==> src/design/cpts_pkg.sv <==
// Shared types, constants and helper functions of the task scheduler
package cpts_pkg;

  // default number of task slots
  localparam int unsigned TASK_SLOTS_DEF = 64;

  // reset contents of slot 0 and of the other slots
  localparam logic [7:0] SLOT0_COUNTER  = 8'd15;
  localparam logic [6:0] SLOT0_PRIORITY = 7'd15;
  localparam logic [6:0] SLOTN_PRIORITY = 7'd1;

  // command codes of an input item
  typedef enum logic [1:0] {
    CMD_TICK  = 2'd0,
    CMD_SCHED = 2'd1,
    CMD_WRITE = 2'd2,
    CMD_READ  = 2'd3
  } cmd_e;

  // input item
  typedef struct packed {
    logic [1:0] cmd;
    logic       user_mode;
    logic [5:0] task_index;
    logic       entry_valid;
    logic       entry_runnable;
    logic [6:0] entry_priority;
    logic [7:0] entry_counter;
  } cpts_in_t;

  // result item
  typedef struct packed {
    logic        switched;
    logic [5:0]  current_task;
    logic        read_valid;
    logic        read_runnable;
    logic [6:0]  read_priority;
    logic [7:0]  read_counter;
    logic [31:0] read_user_ticks;
    logic [31:0] read_kernel_ticks;
  } cpts_out_t;

  // one word of the task table memory
  typedef struct packed {
    logic [6:0]  prio;
    logic [7:0]  counter;
    logic [31:0] user_ticks;
    logic [31:0] kernel_ticks;
  } cpts_entry_t;

  localparam int unsigned ENTRY_W = $bits(cpts_entry_t);

  // commands from the controller to the datapath
  typedef struct packed {
    logic cap;          // take the input item
    logic item_rd;      // read the table at the item address
    logic item_wr;      // write a task entry
    logic rd_cap;       // latch the read fields
    logic tick_wb;      // write back the ticked entry
    logic sweep_start;  // begin a pass over the slots
    logic sweep_pass1;  // the pass also recomputes counters
    logic sweep_run;    // advance the pass
    logic commit;       // take the best slot as running task
    logic load_out;     // move the result into the output register
  } cpts_ctrl_t;

  // status from the datapath to the controller
  typedef struct packed {
    cmd_e cmd;
    logic sweep_done;
    logic zero_best;
    logic tick_sched;
    logic out_free;
  } cpts_stat_t;

  // table word as seen by the logic: a slot never written reads as its reset value
  function automatic cpts_entry_t entry_eff(logic is_slot0, logic written, cpts_entry_t raw);
    cpts_entry_t e;
    e = raw;
    if (!written) begin
      e.prio         = is_slot0 ? SLOT0_PRIORITY : SLOTN_PRIORITY;
      e.counter      = is_slot0 ? SLOT0_COUNTER : 8'd0;
      e.user_ticks   = 32'd0;
      e.kernel_ticks = 32'd0;
    end
    return e;
  endfunction

endpackage

==> src/design/cpts_ctrl.sv <==
// Controller state machine of the task scheduler
module cpts_ctrl import cpts_pkg::*; (
  input  logic       clk_i,
  input  logic       rst_ni,
  input  logic       in_valid_i,
  output logic       in_ready_o,
  input  cpts_stat_t stat_i,
  output cpts_ctrl_t ctrl_o
);
  localparam logic [2:0] S_IDLE     = 3'd0;
  localparam logic [2:0] S_DISPATCH = 3'd1;
  localparam logic [2:0] S_RD_DATA  = 3'd2;
  localparam logic [2:0] S_SCAN     = 3'd3;
  localparam logic [2:0] S_RECALC   = 3'd4;
  localparam logic [2:0] S_FINISH   = 3'd5;

  logic [2:0] state_q, state_d;

  // next state and commands
  always_comb begin
    state_d    = state_q;
    ctrl_o     = '0;
    in_ready_o = 1'b0;
    case (state_q)
      S_IDLE: begin
        in_ready_o = 1'b1;
        if (in_valid_i) begin
          ctrl_o.cap = 1'b1;
          state_d    = S_DISPATCH;
        end
      end
      S_DISPATCH: begin
        case (stat_i.cmd)
          CMD_WRITE: begin
            ctrl_o.item_wr = 1'b1;
            state_d        = S_FINISH;
          end
          CMD_SCHED: begin
            ctrl_o.sweep_start = 1'b1;
            state_d            = S_SCAN;
          end
          default: begin
            ctrl_o.item_rd = 1'b1;
            state_d        = S_RD_DATA;
          end
        endcase
      end
      S_RD_DATA: begin
        if (stat_i.cmd == CMD_READ) begin
          ctrl_o.rd_cap = 1'b1;
          state_d       = S_FINISH;
        end else begin
          ctrl_o.tick_wb = 1'b1;
          if (stat_i.tick_sched) begin
            ctrl_o.sweep_start = 1'b1;
            state_d            = S_SCAN;
          end else begin
            state_d = S_FINISH;
          end
        end
      end
      S_SCAN: begin
        ctrl_o.sweep_run = 1'b1;
        if (stat_i.sweep_done) begin
          if (stat_i.zero_best) begin
            ctrl_o.sweep_start = 1'b1;
            ctrl_o.sweep_pass1 = 1'b1;
            state_d            = S_RECALC;
          end else begin
            ctrl_o.commit = 1'b1;
            state_d       = S_FINISH;
          end
        end
      end
      S_RECALC: begin
        ctrl_o.sweep_run = 1'b1;
        if (stat_i.sweep_done) begin
          ctrl_o.commit = 1'b1;
          state_d       = S_FINISH;
        end
      end
      S_FINISH: begin
        if (stat_i.out_free) begin
          ctrl_o.load_out = 1'b1;
          state_d         = S_IDLE;
        end
      end
      default: begin
        state_d = S_IDLE;
      end
    endcase
  end

  // state register
  always_ff @(posedge clk_i or negedge rst_ni) begin
    if (!rst_ni) begin
      state_q <= S_IDLE;
    end else begin
      state_q <= state_d;
    end
  end
endmodule

==> config.mk <==
export PLATFORM = sky130hd
export DESIGN_NAME = cpts_ctrl
export DESIGN_NICKNAME = d
export VERILOG_FILES = /design/src/design/cpts_pkg.sv /design/src/design/cpts_ctrl.sv
export SDC_FILE = /design/constraint.sdc
export NUM_CORES = 1
export LEC_CHECK = 0
export ABC_AREA = 1
export BUFFER_PORTS_ARGS = -buffer_cell sky130_fd_sc_hd__buf_4
export CELL_PAD_IN_SITES_DETAIL_PLACEMENT = 0
export CELL_PAD_IN_SITES_GLOBAL_PLACEMENT = 1
export CORE_MARGIN = 2
export CORE_UTILIZATION = 30
export CTS_CLUSTER_SIZE = 24
export DETAILED_ROUTE_END_ITERATION = 6
export PLACE_DENSITY = 0.79
export SYNTH_ARGS = -nofsm -noshare
export SYNTH_HDL_FRONTEND = slang
export SYNTH_SLANG_ARGS = --single-unit
==> constraint.sdc <==
create_clock -name clk_i -period 3.6 [get_ports clk_i]
set_clock_uncertainty 0.15 [all_clocks]
set_input_delay 0.54 -clock clk_i [delete_from_list [all_inputs] [get_ports clk_i]]
set_output_delay 0.54 -clock clk_i [all_outputs]
set_load 0.02 [all_outputs]
==> flow_summary.yaml <==
logic_synthesis:
  synthDistinctLibCells: 19
  synth-seq-area-share: 0.185
  synth-edff-count: 0
  syn-instance-count: 64
  synth_nets: 76
  syn_area_um2: 405
  syn_area_per_cell_um2: 6.33
  synth-seq-cells: 3
  postSynth.asyncResetShare: 1.00
  yosys_warnings: 0
  synth_ff_type: "dfrtp_1"
clock_network:
  h-tree-depth: 1
  cts.path.max_buffers: 2
  cts_buffers: 3
  cts_setup_buffers: 0
  clock_latency_ns: 0.23
  cts_tree: "done"
  cts_resized: 0
  clock-sinks: 3
  clockRootBuffer: "clkbuf_4"
  clk_pin_slew_ns: 0.04
cells_and_area:
  final_util: 0.461
  seqCellArea_um2: 75.1
  drive_above_1_share: 0.391
  fin_area_um2: 592
  finalNonFillerCells: 102
  top_regs: "state_q (3)"
  final_common_cell: "buf_4"
  nFillCells: 126
  top_register: "state_q"
  largest_reg_flops: 3
  final_cell_mix: "buf_4 (19), nand2_1 (14), inv_1 (13)"
  n_antenna_cell: 0
  nets: 100
  area_delta_synth_final_pct: 46.0
  multiInputGateArea_um2: 255
timing:
  min_period_ns: 2.08
  slew_headroom: 0.768
  hold_viol: 0
  tightest_slew_ns: 0.348
  fmax_mhz: 480
  slew_viol_final: 0
  timing.final.crit_share: 0.579
  hold_ws_ns: 0.453
  rsz0062_at_grt: "false"
  setup-tns-final_ns: 0
  setup_viol: 0
pwr:
  pwr-share-comb: 0.657
  p_leak_nw: 0.371
  clockPowerShare: 0.137
  power_switching_share: 0.512
  pwr-share-seq: 0.205
  internal_power_mw: 0.205
  power_density_nw_per_um2: 709
  p_sw_mw: 0.215
  max-vdd-ir-drop_mv: 0.231
placed_design:
  place_inst: 97
  finalWeightedCongestion: 0.711
  placed_cell_area_um2: 556
  port_buffers: 19
  dp_hpwl_um: 797
routing:
  vias_per_cell: 4.44
  final_antenna_net_count: 0
  firstDrtPassIters: 4
  drt-initial-drc-count: 8
  drc: 0
  routed_wl_um: 907
  vias: 453
  wl_per_cell_um: 8.89
global_route:
  use_met2: 0.242
  met3_usage: 0.0489
  grt_use_total: 0.130
  antenna_found_initial: 0
  overflow: 0
  busiest_layer: "met2"
  grt_max_degree: 9
  grt_pass1_vias: 387
  grt_util_met1: 0.149
  grt_pass1_wl_um: 1470
setup_path:
  critPathMaxStageDelay_ns: 0.54
  cpMaxStageDelayCell: "dfrtp_1"
  rrSetupSlack_ns: 2.23
  arrival_ns: 1.39
  cp-start-kind: "flip-flop"
  crit_fanout: 8
  worst_setup_path_end_kind: "primary output"
  path_cells: "nand3_2, inv_2, nand2_1, a21oi_1, buf_4"
  required_ns: 2.91
  critPathKind: "reg2out"
floorplan:
  dieArea_um2: 1660
  core_area_um2: 1280
  io-pin-count: 20
  die-width_um: 40.8
  dieHeight_um: 40.8
  rows: 13
  start_util: 0.315
status:
  status: "completed"
worst_hold_path:
  hold_class: "in2reg"
run:
  maxCapViolCount: 0
power groups by stage:
stage,clock network (mW),registers [mW],logic (mW)
2_1_floorplan,0,0.0679,0.220
3_3_place_gp,0,0.0870,0.279
3_5_place_dp,0,0.0867,0.279
4_1_cts,0.0584,0.0863,0.281
5_1_grt,0.0638,0.0889,0.311
6_report,0.0577,0.0862,0.276
synth_stat cells, types with 2 or more instances:
library cell | n | share of area
ha_1 | 3 | 0.093
nand2_2 | 2 | 0.031
inv_1 | 13 | 0.12
nand3_2 | 3 | 0.074
a21oi_1 | 2 | 0.025
nor2_1 | 5 | 0.046
dfrtp_1 | 3 | 0.19
nand3_1 | 7 | 0.086
inv_2 | 3 | 0.028
nand2_1 | 14 | 0.13
critical path, delay by kind of cell (launching register included):
family	cells	cell delay, ns
AO/OA/AOI/OAI	1	0.12
buffers and inverters	2	0.24
flip-flops	1	0.54
AND/OR/NAND/NOR	2	0.26
stage by stage:
| step | setup slack, ns | total power, mW |
|---|---|---|
| 2_1_floorplan | 1.75 | 0.288 |
| 3_3_place_gp | 1.64 | 0.366 |
| 3_5_place_dp | 1.64 | 0.366 |
| 4_1_cts | 1.51 | 0.425 |
| 5_1_grt | 1.39 | 0.463 |
| 6_report | 1.52 | 0.420 |
logic make-up after synthesis:
kind of cell,Yosys count,share of synthesized area
AOI/OAI and AO/OA,4,0.0586
adders and majority gates,3,0.0926
buffers and inverters,18,0.185
DFF,3,0.185
and+or+nand+nor,36,0.478
layout make-up:
cell class	instances	share of cell area
clock buffer	4	0.0444
inverter	17	0.108
multi-input combinational	43	0.431
tap	15	0.0317
timing repair buffer	20	0.258
sequential	3	0.127
final timing paths:
check	start	endpoint	cells after the start
min in group asynchronous	rst_ni	state_q[0]	2
max in group asynchronous	rst_ni	state_q[1]	2
hold reg to reg	state_q[2]	state_q[2]	2
setup / recovery	state_q[0]	ctrl_o[1]	5
setup reg to reg	state_q[0]	state_q[2]	5
hold / removal	stat_i[3]	state_q[1]	2
per-layer routing:
| layer | vias up | share of wire |
|---|---|---|
| li1 | 244 | - |
| met1 | 193 | 0.41 |
| met2 | 16 | 0.49 |
| met3 | 0 | 0.090 |
| met4 | 0 | 0 |
| met5 | - | 0 |
what timing repair did:
item / 4_1_cts / 5_1_grt
hold endpoints to repair: 3 / 0
hold buffers: 1 / 0
setup endpoints to repair: 0 / 0
Power figures use the tool's default switching activity.
